===== config.mk =====
export PLATFORM = sky130hd
export DESIGN_NAME = half_single_float_converter_top
export DESIGN_NICKNAME = d
export VERILOG_FILES = /design/src/rtl/hsfc_pkg.sv /design/src/rtl/half_single_float_converter_top.sv
export SDC_FILE = /design/constraint.sdc
export NUM_CORES = 1
export LEC_CHECK = 0
export ABC_AREA = 1
export ABC_CLOCK_PERIOD_IN_PS = 7100
export BUFFER_PORTS_ARGS = -buffer_cell sky130_fd_sc_hd__clkbuf_2
export CAP_MARGIN = 20
export CORE_MARGIN = 2
export CORE_UTILIZATION = 30
export CTS_CLUSTER_DIAMETER = 120
export DETAILED_ROUTE_END_ITERATION = 16
export PLACE_DENSITY_LB_ADDON = 0.2
export SKIP_LAST_GASP = 1
export SLEW_MARGIN = 5
export SYNTH_ARGS = -nofsm -noshare
export SYNTH_HDL_FRONTEND = slang
export SYNTH_SLANG_ARGS = --single-unit

===== constraint.sdc =====
create_clock -name clk -period 7.1 [get_ports clk]
set_input_delay 0 -clock clk [delete_from_list [all_inputs] [get_ports clk]]
set_output_delay 0 -clock clk [all_outputs]
set_load 0.01 [all_outputs]

===== src/rtl/hsfc_pkg.sv =====
// Package for the half/single float converter: field widths, codes and conversion functions.
package hsfc_pkg;

  localparam int ValueW  = 32;
  localparam int ResultW = 32;

  // Direction codes carried on the op field
  typedef enum logic {
    OP_S2H = 1'b0,
    OP_H2S = 1'b1
  } op_t;

  // Single-precision field constants
  localparam logic [7:0]  SglExpMax   = 8'hFF;
  localparam logic [7:0]  SglOvfExp   = 8'd143;  // half exponent would reach 31
  localparam logic [7:0]  SglNormMin  = 8'd113;  // half exponent 1
  localparam logic [7:0]  SglSubMin   = 8'd102;  // half exponent -10
  localparam logic [7:0]  SglRebias   = 8'd112;  // 127 - 15
  localparam logic [7:0]  SubShiftM1  = 8'd125;  // (14 - e) - 1 in raw exponent terms
  localparam logic [7:0]  HalfSubExp  = 8'd113;  // single exponent of 1.x * 2^-14

  // Half-precision field constants
  localparam logic [4:0]  HalfExpMax  = 5'h1F;
  localparam logic [9:0]  HalfQuietM  = 10'h200;

  // Single to half; the half pattern sits in the low 16 bits
  function automatic logic [15:0] single_to_half(input logic [31:0] f);
    logic        sgn;
    logic [7:0]  rexp;
    logic [22:0] mant;
    logic [23:0] m24;
    logic [4:0]  sh_m1;
    logic [23:0] tsh;
    logic [10:0] sub_mag;
    logic [4:0]  e5;
    logic [14:0] nrm_mag;
    logic [15:0] res;
    sgn     = f[31];
    rexp    = f[30:23];
    mant    = f[22:0];
    m24     = {1'b1, mant};
    sh_m1   = 5'(SubShiftM1 - rexp);
    tsh     = m24 >> sh_m1;
    // last bit shifted out is the round bit
    sub_mag = {1'b0, tsh[10:1]} + {10'b0, tsh[0]};
    e5      = 5'(rexp - SglRebias);
    nrm_mag = {e5, 10'b0} + {5'b0, mant[22:13]} + {14'b0, mant[12]};
    if (rexp == SglExpMax) begin
      res = {sgn, HalfExpMax, (mant != 23'b0) ? HalfQuietM : 10'b0};
    end else if (rexp >= SglOvfExp) begin
      res = {sgn, HalfExpMax, 10'b0};
    end else if (rexp < SglSubMin) begin
      res = {sgn, 15'b0};
    end else if (rexp < SglNormMin) begin
      res = {sgn, 4'b0, sub_mag};
    end else begin
      // rounding carry may step into the next exponent or infinity
      res = {sgn, nrm_mag};
    end
    return res;
  endfunction

  // Half to single, exact
  function automatic logic [31:0] half_to_single(input logic [15:0] h);
    logic        sgn;
    logic [4:0]  hexp;
    logic [9:0]  mant;
    logic [3:0]  msb;
    logic [3:0]  lz;
    logic [9:0]  nmant;
    logic [31:0] res;
    sgn  = h[15];
    hexp = h[14:10];
    mant = h[9:0];
    // priority encoder for the leading one of a subnormal mantissa
    msb  = 4'd0;
    for (int i = 0; i < 10; i++) begin
      if (mant[i]) msb = 4'(i);
    end
    lz    = 4'd10 - msb;
    nmant = 10'(mant << lz);
    if (hexp == 5'd0) begin
      if (mant == 10'b0) begin
        res = {sgn, 31'b0};
      end else begin
        res = {sgn, 8'(HalfSubExp - {4'b0, lz}), nmant, 13'b0};
      end
    end else if (hexp == HalfExpMax) begin
      res = {sgn, SglExpMax, mant, 13'b0};
    end else begin
      res = {sgn, 8'({3'b0, hexp} + SglRebias), mant, 13'b0};
    end
    return res;
  endfunction

endpackage


===== src/rtl/half_single_float_converter_top.sv =====
// Half/single float converter: two-register pipeline with conversion logic between.
//
// Usage:
//   Request channel (req_valid/req_ready) carries op and value; op selects
//   single to half or half to single. Response channel (rsp_valid/rsp_ready)
//   carries result, one transaction per request, in order.
//   A request accepted into the input register is converted and loaded into
//   the result register, from which it shows on rsp_*.
//   Throughput: one transaction per cycle while rsp_ready is high; the
//   conversion is a short path of compares, two barrel shifts, a priority
//   encoder and adds of up to 15 bits between the input and result registers.
//   Reset (rst, synchronous, active high) empties both stages; req_ready is
//   high in the first cycle after reset.
//   Stall: when rsp_ready is low the result holds. The input stage still
//   takes one more transaction, so up to two are held; req_ready drops only
//   when both stages are full and the response side is stalled.
module half_single_float_converter_top (
  input  logic                        clk,
  input  logic                        rst,
  input  logic                        req_valid,
  output logic                        req_ready,
  input  logic                        op,
  input  logic [hsfc_pkg::ValueW-1:0] value,
  output logic                        rsp_valid,
  input  logic                        rsp_ready,
  output logic [hsfc_pkg::ResultW-1:0] result
);
  import hsfc_pkg::*;

  logic              in_vld;
  logic              in_op;
  logic [ValueW-1:0] in_value;
  logic              out_adv;
  logic [ResultW-1:0] result_next;

  // output stage can load when empty or being drained
  assign out_adv   = !rsp_valid || rsp_ready;
  assign req_ready = !in_vld || out_adv;

  // input register
  always_ff @(posedge clk) begin
    if (rst) begin
      in_vld <= 1'b0;
    end else if (req_ready) begin
      in_vld <= req_valid;
    end
  end

  always_ff @(posedge clk) begin
    if (req_ready && req_valid) begin
      in_op    <= op;
      in_value <= value;
    end
  end

  // conversion
  always_comb begin
    case (op_t'(in_op))
      OP_S2H:  result_next = {16'b0, single_to_half(in_value)};
      OP_H2S:  result_next = half_to_single(in_value[15:0]);
      default: result_next = '0;
    endcase
  end

  // result register
  always_ff @(posedge clk) begin
    if (rst) begin
      rsp_valid <= 1'b0;
    end else if (out_adv) begin
      rsp_valid <= in_vld;
    end
  end

  always_ff @(posedge clk) begin
    if (out_adv && in_vld) begin
      result <= result_next;
    end
  end

endmodule


### Word level (Yosys, flattened, before mapping)

Cells that the tools add are included.

| cells by class | value |
|---|---|
| bitwise gates (word level) | 1 |
| shifts and indexed selects | 2 |
| reductions and logical operators | 9 |
| equality and inequality tests | 2 |
| magnitude comparators | 3 |
| add/subtract/negate cells | 8 |
| mux-type cells | 19 |

Operators by type and width:

| operator | number |
|---|---|
| 31-bit two-way mux | 3 |
| 32-bit case mux with 2 select lines | 1 |
| 15-bit two-way mux | 4 |
| 4-bit two-way mux | 9 |
| 24-bit by 5-bit right shift with 11-bit output | 1 |
| 23-bit nonzero test | 1 |
| 8-bit by 7-bit less-than comparator with 1-bit output, second input constant | 2 |
| 15-bit by 1-bit adder with 15-bit output | 1 |
| 15-bit by 10-bit adder with 15-bit output | 1 |
| 10-bit by 1-bit adder with 11-bit output | 1 |
| 10-bit zero test | 1 |
| 10-bit two-way mux | 1 |
| 10-bit by 4-bit left shift with 10-bit output | 1 |
| 5-bit by 7-bit adder with 8-bit output, second input constant | 1 |
| 8-bit equality test, second input constant | 1 |
| 8-bit greater-or-equal comparator, second input constant | 1 |
| 7-bit by 4-bit subtractor with 8-bit output, first input constant | 1 |
| 5-bit equality test, second input constant | 1 |
| 5-bit zero test | 1 |
| 5-bit subtractor, first input constant | 1 |
| 5-bit subtractor, second input constant | 1 |
| 4-bit subtractor, first input constant | 1 |
| 1-bit logical AND | 2 |
| 1-bit zero test | 2 |
| 3 further kinds | 4 |

| word-level totals | value |
|---|---|
| output and inout bits | 34 |
| bits in registers | 67 |

### Longest topological paths before layout

Gate-level depths: netlist of the first run.

| logic depth | value |
|---|---|
| word-level depth | 15 |
| mapped depth | 19 |
| gate-level depth less buffers | 18 |

### Worst setup path after synthesis of the first run

Ideal clock, no wire load.

| timing path | value |
|---|---|
| kind | register to register |
| start point | register in_value[25] |
| end point | register result[8] in the netlist's numbering, data pin |
| buffers on the path | 2 |
| arrival | 2.473 ns |
| clock period less this slack | 2.737 ns |
| library setup time | 0.265 ns |
| stages on the path, launching flop included | 18 |
| path slack | 4.363 ns |
| cell sequence | edfxtp_1 > ha_1 > buf_2 > inv_1 > buf_4 > nand3_1 > o21ai_1 > a21oi_1 > o22ai_1 > ha_1 > ha_1 > nand2_1 > nor2_1 > nand2_1 > nand2_1 > nand2_1 > nand2_1 > a21oi_1 |

| between the ends | value |
|---|---|
| cells in the longest elaborated chain, start to end | 8 |
| elaborated cells on any way between the ends | 12 |
| classes of those cells | 2 x add/sub; 3 x order compare; 1 x eq/ne; 1 x shift; 5 x mux |

RTL lines:

| element | line | text |
|---|---|---|
| start, declared | half_single_float_converter_top.sv:32 | `logic [ValueW-1:0] in_value;` |
| start signal, assigned | half_single_float_converter_top.sv:52 | `in_value <= value;` |
| 5-bit subtractor | hsfc_pkg.sv:42 | `sh_m1 = 5'(SubShiftM1 - rexp);` |
| 24-bit by 5-bit right shift with 11-bit output | hsfc_pkg.sv:43 | `tsh = m24 >> sh_m1;` |
| 10-bit by 1-bit adder with 11-bit output | hsfc_pkg.sv:45 | `sub_mag = {1'b0, tsh[10:1]} + {10'b0, tsh[0]};` |
| 15-bit two-way mux | hsfc_pkg.sv:54 | `end else if (rexp < SglNormMin) begin` |
| 15-bit two-way mux | hsfc_pkg.sv:52 | `end else if (rexp < SglSubMin) begin` |
| 15-bit two-way mux | hsfc_pkg.sv:50 | `end else if (rexp >= SglOvfExp) begin` |
| 15-bit two-way mux * | hsfc_pkg.sv:48 | `if (rexp == SglExpMax) begin` |
| 32-bit case mux with 2 select lines * | half_single_float_converter_top.sv:58 | `case (op_t'(in_op))` |
| end signal, assigned | half_single_float_converter_top.sv:76 | `result <= result_next;` |
| end, declared | half_single_float_converter_top.sv:26 | `output logic [hsfc_pkg::ResultW-1:0] result` |

Mark *: on every way between the ends. The rest lies on a longest branch, timed or not.
A chain may end at the register's enable or synchronous reset.

### Final worst setup path of the first run

| timing path | value |
|---|---|
| start point | register in_value[24] |
| end point | register result[4] in the netlist's numbering, data pin |

Same word-level chain as after synthesis.

==> flow_summary_export.csv, run 1 <==
group,metric,value,unit
status,status,"complete, no violations",
pwr,power.total,1.134,mW
floorplanning,rows,45,
global_routing,grt_max_degree,34,
floorplanning,die_w,128.7,um
routing,ant_nets,0,
synth,ys_ff_latch,66,
synth,synth_area,4666,um^2
routing,wire_per_inst,15.85,um
floorplanning,core_region_area,15200,um^2
setup_path,critPathArrivalTime,3.73,ns
floorplanning,die_h,128.7,um
min_path,hold_path.startpoint,"rsp_ready",
timing,max_freq,273.8,MHz
clock_tree,cts_tree,"done",
pwr,power.leakage,2.575,nW
timing,setup_slack,3.448,ns
synth,synth.largest_area_cell,"edfxtp_1",
layout,area_growth,23.01,%
timing,hold_violations,0,
setup_path,crit_path_top_delay_cell,"ha_1",
routing,vias,4671,
timing,period_share,51.43,%
synth,syn_nets,668,
pwr,irDropWorstVdd,110.4,uV
routing,routed_wl,14.42,mm
synth,synth.most_common_cell,"nand2_1",
setup_path,crit_start,"in_value[24]$_DFFE_PP_",
min_path,hold_path.class,"in2reg",
layout,diodes,0,
layout,nets,762,
clock_tree,clk_pin_slew,0.06,ns
global_routing,grt-ovfl-total,0,
setup_path,crit_chain,"buf_4 > ha_1 > inv_1 > nor2_2 > nand2_1 > o21ai_0 > a21oi_1 > o22ai_1 > ha_1 > ha_1 > nand2_1 > nor2_1 > a21oi_1 > o21ai_0 > a21oi_1",
synth,synth.distinct_cells,42,
place,gp_congestion,0.8779,
floorplanning,dieArea,16570,um^2
place,place_ws,3.493,ns
layout,drive_gt1_share,16.76,%
layout,post-route-util,37.75,%
layout,n_fill_cell,1614,
setup_path,criticalPathCategory,"reg2reg",
synth,synth_edf_count,64,
routing,vias_per_cell,5.133,
setup_path,reg2reg_from,"in_value[24]$_DFFE_PP_",
setup_path,critPathCaptureType,"flop",
timing,hold_slack,0.05293,ns
setup_path,path_buf_inv,2,
clock_tree,cts-root-buf,"clkbuf_16",
setup_path,required,7.17,ns
synth,synth_warnings,0,
pwr,p_per_area,197.6,nW/um^2
synth,ys_top_cells_by_area,"edfxtp_1 41%, nand2_1 15%, nand3_1 9.3%, a21oi_1 4.8%, inv_1 4.6%",
flow_run,drv_cap,0,
place,dp_hpwl,10.54,mm
synth,async_reset_ff_share,0,%
timing,fin_setup_tns,0,ns
synth,synthFlopType,"edfxtp_1",
clock_tree,post-cts-setup-buffers,0,
setup_path,worstPathMaxFanout,30,
synth,ys_seq_area_share,42.05,%
floorplanning,io-pin-count,71,
setup_path,critPathTopFamily,"adder cells",
timing,worstMarginPinSlew,1.024,ns
place,portBuffers,70,
global_routing,antenna_found_initial,0,
synth,synth_common_cells,"183 x nand2_1, 87 x nand3_1, 64 x edfxtp_1, 57 x inv_1, 45 x a21oi_1",
routing,first_pass_iters,5,
global_routing,grt_pass1_vias,4225,
setup_path,critPathMaxStageDelay,0.66,ns
routing,post-route-drc-count,0,
timing,drv_slew,0,
timing,min_period,3.652,ns
timing,setup_violations,0,
timing,finClkSkew,0.008052,ns
clock_tree,cts_max_level,3,
routing,drt-initial-drc-count,454,
synth,synth.avg_cell_area,7.489,um^2
global_routing,grt_pass1_wl,22.44,mm
timing,relSlewSlack,31.73,%
synth,synth.top_cell.area_share,41.19,%
clock_tree,clk-insertion-delay-late,0.34,ns
clock_tree,clock-sinks,66,
floorplanning,initial_core_util,30.69,%
setup_path,startpoint_type,"flop",
synth,synth_cells,623,
clock_tree,numCtsBuffers,9,
global_routing,grt_use_total,17.88,%
clock_tree,clockBufferDepth,2,
timing,grt_setup_unrepaired,"no",
setup_path,r2r_slack,3.45,ns
==> report_power, final <==
part	switching [mW]	total, mW	internal (mW)	leakage [nW]
logic	0.162	0.251	0.0886	1.81
registers	0.0256	0.479	0.453	0.642
clock network	0.172	0.404	0.233	0.126
total	0.359	1.13	0.775	2.57
==> placed cells by master, fill, tap and decap left out, drive strengths merged, types with 3 or more instances in the layout <==
cell         instances
ha                   8
o211ai               7
clkbuf              80
o22ai                3
clkinv               6
o21ai               40
dlygate4sd3         36
nor2                43
inv                 64
xor2                 3
nor3                 4
nand2              198
a31oi                5
nand4                9
a21oi               46
nand3               88
edfxtp              64
==> sequential cells by signal, summed over array words and instances (netlist names) <==
signal     count
in_value      32
result        31
in_op          1
in_vld         1
rsp_valid      1
==> cell families after synthesis <==
kind of cell    synth area share, %
compound gates                13.38
xor+xnor                      1.100
fa+ha+maj                     2.145
buf+inv                       8.823
flops                         42.05
simple gates                  32.50
==> cell type report <==
class                      instances  area [um^2]  area share (%)
clock buffer                      10        229.0           3.990
clock inverter                     6        33.78          0.5886
inverter                          66        250.2           4.360
multi-input combinational        466         2303           40.14
sequential                        66         1962           34.18
tap                              188        235.2           4.099
timing repair buffer             108        725.7           12.64
==> worst reg2reg max path, delay by kind of cell (launching register included) <==
kind / cells / cell delay [ns]
AOI/OAI and AO/OA: 6 / 0.59
DFF: 1 / 0.35
buffers and inverters: 2 / 0.70
and+or+nand+nor: 4 / 0.60
adders and majority gates: 3 / 1.13
==> per-layer routing <==
| metal | routed length, um | GRT usage [%] | up-vias |
|---|---|---|---|
| li1 | - | - | 2298 |
| met4 | 235 | 6.138 | 0 |
| met3 | 1030 | 3.950 | 18 |
| met1 | 6801 | 25.04 | 2165 |
| met5 | 0 | 0 | - |
| met2 | 6353 | 27.36 | 190 |
==> final timing paths <==
check,end,cells past startpoint
worst max-delay path,result[4]$_SDFFCE_PP0P_,15
worst min-delay path,in_vld$_SDFFE_PP0N_,4
worst max register to register,result[4]$_SDFFCE_PP0P_,15
worst min register to register,in_vld$_SDFFE_PP0N_,2
==> metrics by stage <==
stage	area [um^2]	cells
after CTS	5739	910
after detailed placement	5116	858
after floorplan	4666	623
final	5739	910
after global placement	5116	858
after global routing	5739	910
==> repair_timing <==
action                    4_1_cts  5_1_grt
gates resized for setup         0        0
hold buffers                   36        0
hold endpoints to repair       35        0
Power figures use the tool's default switching activity.
==> inputs of run 2 (changes only) <==
--- a/config.mk
+++ b/config.mk
@@ -6,7 +6,7 @@
 export NUM_CORES = 1
 export LEC_CHECK = 0
 export ABC_AREA = 1
-export ABC_CLOCK_PERIOD_IN_PS = 7100
+export ABC_CLOCK_PERIOD_IN_PS = 3700
 export BUFFER_PORTS_ARGS = -buffer_cell sky130_fd_sc_hd__clkbuf_2
 export CAP_MARGIN = 20
 export CORE_MARGIN = 2
==> constraint.sdc (replaced) <==
create_clock -name clk -period 3.7 [get_ports clk]
set_input_delay 0 -clock clk [delete_from_list [all_inputs] [get_ports clk]]
set_output_delay 0 -clock clk [all_outputs]
set_load 0.01 [all_outputs]
==> run 2 against run 1 <==
Against the previous run: maximum frequency increased by 18%; sequential power increased by 91%; clock power increased by 110%; global-route usage decreased by 0.24 points; routed wire length decreased by 4.9%; first-iteration DRC count decreased by 32%; register-to-register slack got worse by 2.8 ns; power increased by 97%; critical path type unchanged; largest power group unchanged.
==> flow_summary_export.csv, run 2 (same netlist as run 1, synthesis figures left out) <==
group,metric,value,unit
global_routing,grt_pass1_vias,4426,
setup_path,criticalPathCategory,"reg2reg",
setup_path,crit_chain,"inv_1 > o21ai_1 > a21oi_1 > o211ai_2 > nand2_2 > inv_1 > ha_1 > xnor2_2 > nor2_1 > nand3_1 > nand2_1 > a21oi_1 > nand2_1 > nand2_1 > a21oi_1",
global_routing,grt_max_degree,32,
clock_tree,clock-sinks,66,
clock_tree,clk_pin_slew,0.06,ns
layout,reg_top3,"in_value x32, result x31",
layout,area_growth,24.64,%
timing,grt_setup_unrepaired,"no",
pwr,irDropWorstVdd,210.9,uV
place,portBuffers,70,
routing,first_pass_iters,5,
floorplanning,die_h,128.7,um
setup_path,path_buf_inv,2,
setup_path,startpoint_type,"flop",
timing,hold_violations,0,
timing,finClkSkew,0.008061,ns
layout,diodes,0,
floorplanning,initial_core_util,30.69,%
clock_tree,cts-root-buf,"clkbuf_16",
pwr,power.leakage,2.616,nW
clock_tree,cts_max_level,3,
status,status,"complete, no violations",
layout,final_cells,917,
clock_tree,post-cts-setup-buffers,0,
clock_tree,cts_tree,"done",
layout,final_common_cell,"nand2_1",
routing,wire_per_inst,14.95,um
clock_tree,clk-insertion-delay-late,0.35,ns
timing,worstMarginPinSlew,0.9882,ns
timing,drv_slew,0,
setup_path,worstPathMaxFanout,18,
setup_path,required,3.78,ns
pwr,p_per_area,383.8,nW/um^2
layout,drive_gt1_share,17.42,%
global_routing,antenna_found_initial,0,
setup_path,critPathCaptureType,"flop",
global_routing,grt-ovfl-total,0,
timing,setup_slack,0.6143,ns
timing,period_share,83.40,%
place,gp_congestion,0.9432,
floorplanning,core_region_area,15200,um^2
layout,largest_register,"in_value",
layout,largest_reg_flops,32,
routing,ant_nets,0,
timing,relSlewSlack,34.05,%
routing,post-route-drc-count,0,
timing,fin_setup_tns,0,ns
floorplanning,rows,45,
clock_tree,numCtsBuffers,9,
routing,routed_wl,13.71,mm
setup_path,crit_path_top_delay_cell,"edfxtp_1",
layout,n_fill_cell,1606,
clock_tree,clockBufferDepth,2,
layout,layout_common_cells,"183 x nand2_1, 87 x nand3_1, 70 x clkbuf_2",
timing,max_freq,324.1,MHz
timing,setup_violations,0,
setup_path,critPathArrivalTime,3.17,ns
global_routing,grt_pass1_wl,22.54,mm
timing,min_period,3.086,ns
place,place_ws,0.6865,ns
floorplanning,dieArea,16570,um^2
routing,vias_per_cell,5.058,
place,dp.cells,865,
pwr,power.total,2.232,mW
layout,nets,769,
routing,vias,4638,
global_routing,grt_use_total,17.64,%
setup_path,critPathTopFamily,"simple AND/OR/NAND/NOR gates",
routing,drt-initial-drc-count,307,
place,dp_hpwl,10.37,mm
flow_run,drv_cap,0,
min_path,hold_path.class,"in2reg",
setup_path,critPathMaxStageDelay,0.49,ns
floorplanning,io-pin-count,71,
timing,hold_slack,0.04732,ns
floorplanning,die_w,128.7,um
==> run 2: cell types whose count changed in the layout (fill, tap and decap cells not counted) <==
cell and change:
buf_4 +7, clkinv_2 -2, bufinv_16 +1, clkinv_1 +1
==> run 2: worst register-to-register path: stages, from the launching register on <==
cell      delay [ns]
edfxtp_1        0.49
inv_1           0.18
o21ai_1         0.09
a21oi_1         0.17
o211ai_2        0.14
nand2_2         0.30
inv_1           0.11
ha_1            0.25
xnor2_2         0.39
nor2_1          0.18
nand3_1         0.10
nand2_1         0.06
a21oi_1         0.16
nand2_1         0.07
nand2_1         0.06
a21oi_1         0.06
==> run 2: through the flow <==
step	util, %	area, um^2
after floorplan	-	4666
after global placement	34.00	5169
after detailed placement	34.00	5169
after CTS	38.26	5816
after global routing	38.26	5816
final	38.26	5816
==> run 2: timing repair <==
| item | in CTS | in global routing |
|---|---|---|
| hold endpoints to repair | 35 | 0 |
| hold buffers | 36 | 0 |
| endpoints found under the setup margin | 0 | 0 |
| resized for setup | 0 | 0 |
==> run 2: final timing paths <==
kind	from	to	cells past startpoint	slack [ns]
max	in_value[3]$_DFFE_PP_	result[22]$_SDFFCE_PN0P_	15	0.61
min	rsp_ready	in_vld$_SDFFE_PP0N_	4	0.05
max reg2reg	in_value[3]$_DFFE_PP_	result[22]$_SDFFCE_PN0P_	15	0.61
min reg2reg	in_vld$_SDFFE_PP0N_	in_vld$_SDFFE_PP0N_	2	0.55
==> run 2: area by class of cell <==
| class | instances | area (um^2) | share of cell area, % |
|---|---|---|---|
| Inverter | 66 | 250.2 | 4.303 |
| Clock inverter | 6 | 57.56 | 0.9897 |
| Timing Repair Buffer | 115 | 778.2 | 13.38 |
| Tap cell | 188 | 235.2 | 4.045 |
| Sequential cell | 66 | 1962 | 33.73 |
| Clock buffer | 10 | 229.0 | 3.937 |
| Multi-Input combinational cell | 466 | 2303 | 39.61 |
==> run 2: routing by layer <==
layer / wire (um) / vias to the layer above / track usage, %
met5: 0 / - / 0
met4: 218 / 0 / 6.650
met3: 979 / 13 / 3.909
met2: 6058 / 159 / 26.58
met1: 6455 / 2148 / 24.80
li1: - / 2318 / -
==> run 2: report_power, final <==
part | switching, mW | total, mW | leakage [nW] | internal, mW
clock network | 0.315 | 0.830 | 0.134 | 0.515
logic | 0.311 | 0.488 | 1.84 | 0.177
registers | 0.0444 | 0.915 | 0.642 | 0.871
==> inputs of run 3 (changes only) <==
--- a/config.mk
+++ b/config.mk
@@ -6,7 +6,7 @@
 export NUM_CORES = 1
 export LEC_CHECK = 0
 export ABC_AREA = 1
-export ABC_CLOCK_PERIOD_IN_PS = 3700
+export ABC_CLOCK_PERIOD_IN_PS = 3050
 export BUFFER_PORTS_ARGS = -buffer_cell sky130_fd_sc_hd__clkbuf_2
 export CAP_MARGIN = 20
 export CORE_MARGIN = 2
==> constraint.sdc (replaced) <==
create_clock -name clk -period 3.05 [get_ports clk]
set_input_delay 0 -clock clk [delete_from_list [all_inputs] [get_ports clk]]
set_output_delay 0 -clock clk [all_outputs]
set_load 0.01 [all_outputs]
==> run 3 against run 2 <==
Against the previous run: hold slack better by 0.29 ns; critical path depth unchanged; core utilization increased by 0.65 points; via count shrank 0.34%; final area grew 1.7%; largest cell class unchanged; power up 27%; highest routed layer unchanged; non-clock buffer count is 7 higher; combinational power grew 25%; register-to-register slack worse by 0.34 ns; sequential power is 21% higher; sequential share of layout area decreased by 0.56 points; maximum frequency up 11%.
==> flow_summary_export.csv, run 3 (same netlist as run 1, synthesis figures left out) <==
group,metric,value,unit
setup_path,critPathTopFamily,"adder cells",
pwr,power.leakage,2.674,nW
timing,finClkSkew,0.008574,ns
floorplanning,rows,45,
place,dp_hpwl,10.42,mm
setup_path,crit_path_top_delay_cell,"edfxtp_1",
routing,vias,4622,
setup_path,criticalPathCategory,"reg2reg",
routing,drt-initial-drc-count,298,
floorplanning,io-pin-count,71,
timing,max_freq,360.2,MHz
global_routing,grt-ovfl-total,0,
clock_tree,cts_max_level,3,
setup_path,crit_path_end,"result[8]$_SDFFCE_PP0P_",
floorplanning,die_h,128.7,um
floorplanning,die_w,128.7,um
clock_tree,clk-insertion-delay-late,0.34,ns
clock_tree,clock-sinks,66,
setup_path,critPathArrivalTime,2.86,ns
setup_path,worstPathMaxFanout,9,
floorplanning,initial_core_util,30.69,%
global_routing,grt_pass1_wl,22.91,mm
timing,fin_setup_tns,0,ns
global_routing,grt_use_total,17.89,%
place,gp_congestion,0.9043,
setup_path,reg2reg_to,"result[8]$_SDFFCE_PP0P_",
timing,drv_slew,0,
timing,period_share,91.03,%
setup_path,required,3.13,ns
setup_path,critPathMostFrequentCell,"nand2_1",
setup_path,r2r_slack,0.27,ns
setup_path,critical_path_depth,15,
layout,drive_gt1_share,18.61,%
layout,diodes,0,
layout,layout_common_cells,"183 x nand2_1, 87 x nand3_1, 70 x clkbuf_2",
clock_tree,post-cts-setup-buffers,0,
min_path,hold_path.class,"in2reg",
clock_tree,clk_pin_slew,0.06,ns
status,status,"complete, no violations",
setup_path,crit_chain,"ha_1 > inv_2 > nand2_2 > o21ai_0 > a21oi_1 > o22ai_1 > ha_1 > ha_1 > nand2_1 > nor2_1 > nand2_1 > nand2_1 > nand2_1 > nand2_1 > a21oi_1",
clock_tree,numCtsBuffers,9,
clock_tree,cts-root-buf,"clkbuf_16",
timing,relSlewSlack,33.83,%
floorplanning,dieArea,16570,um^2
pwr,p_per_area,478.6,nW/um^2
routing,first_pass_iters,5,
setup_path,reg2reg_from,"in_value[25]$_DFFE_PP_",
global_routing,grt_pass1_vias,4474,
setup_path,crit_start,"in_value[25]$_DFFE_PP_",
setup_path,critPathCaptureType,"flop",
layout,final_common_cell,"nand2_1",
layout,final_area,5914,um^2
layout,reg_top3,"in_value x32, result x31",
setup_path,path_buf_inv,1,
layout,largest_reg_flops,32,
setup_path,startpoint_type,"flop",
routing,vias_per_cell,5.002,
global_routing,grt_max_degree,34,
pwr,irDropWorstVdd,259.9,uV
timing,hold_violations,0,
routing,wire_per_inst,15.26,um
place,dpl_cell_area,5234,um^2
layout,area_growth,26.76,%
timing,setup_violations,0,
flow_run,drv_cap,0,
setup_path,critPathMaxStageDelay,0.46,ns
timing,worstMarginPinSlew,0.9904,ns
timing,min_period,2.776,ns
layout,largest_register,"in_value",
routing,ant_nets,0,
timing,grt_setup_unrepaired,"no",
clock_tree,cts_tree,"done",
routing,routed_wl,14.10,mm
global_routing,antenna_found_initial,0,
routing,post-route-drc-count,0,
layout,nets,776,
place,portBuffers,70,
floorplanning,core_region_area,15200,um^2
setup_path,worstRegToRegCells,15,
clock_tree,clockBufferDepth,2,
[run 3: per-layer routing]
layer,vias to the layer above,GRT usage [%],wire [um]
li1,2330,-,-
met1,2135,25.39,6875
met2,141,27.26,6170
met3,16,4.075,858
met4,0,5.307,195
met5,-,0,0
[run 3: worst min-delay path by stage]
stage,start,to,slack [ns],cells past startpoint
2_1_floorplan,rst,in_vld$_SDFFE_PP0N_,0.07,1
3_3_place_gp,rst,in_vld$_SDFFE_PP0N_,0.17,2
3_5_place_dp,value[29],in_value[29]$_DFFE_PP_,0.18,1
4_1_cts,req_valid,in_value[31]$_DFFE_PP_,0.34,4
5_1_grt,value[20],in_value[20]$_DFFE_PP_,0.37,2
6_report,req_valid,in_value[31]$_DFFE_PP_,0.34,4
[run 3: repair_timing]
action | 4_1_cts | 5_1_grt
resized for setup | 0 | 5
setup endpoints to repair | 0 | 6
hold endpoints to repair | 35 | 0
hold buffers | 36 | 0
[run 3: per-stage QoR]
step                setup WS [ns]  hold slack, ns  util, %  power (mW)  instances
floorplan                  0.3128         0.06907        -       1.512        623
global placement           0.2061          0.1733    34.43       1.695        872
detailed placement         0.1426          0.1786    34.43       1.694        872
CTS                        0.1499          0.3441    38.85       2.862        924
global route             0.001445          0.3669    38.91       2.980        924
finish                     0.2736          0.3364    38.91       2.831        924
[run 3: final cells by class]
type / count / area [um^2]
Inverter: 66 / 252.7
Tap cell: 188 / 235.2
Sequential cell: 66 / 1962
Multi-Input combinational cell: 466 / 2306
Clock inverter: 5 / 78.83
Clock buffer: 11 / 232.7
Fill cell: 1602 / 9288
Timing Repair Buffer: 122 / 847.1
[run 3: power by group]
group | internal (mW) | total [mW] | leakage, nW | switching (mW)
sequential | 1.06 | 1.11 | 0.642 | 0.0522
clock | 0.714 | 1.11 | 0.153 | 0.398
combinational | 0.227 | 0.611 | 1.88 | 0.384
[run 3: worst register-to-register path: cells and delay by family, from the launching register on]
| family | cells | cell delay, ns |
|---|---|---|
| buffers and inverters | 1 | 0.16 |
| AO/OA/AOI/OAI | 4 | 0.47 |
| AND/OR/NAND/NOR | 7 | 0.61 |
| flip-flops | 1 | 0.46 |
| adder cells (fa/ha/maj) | 3 | 0.83 |
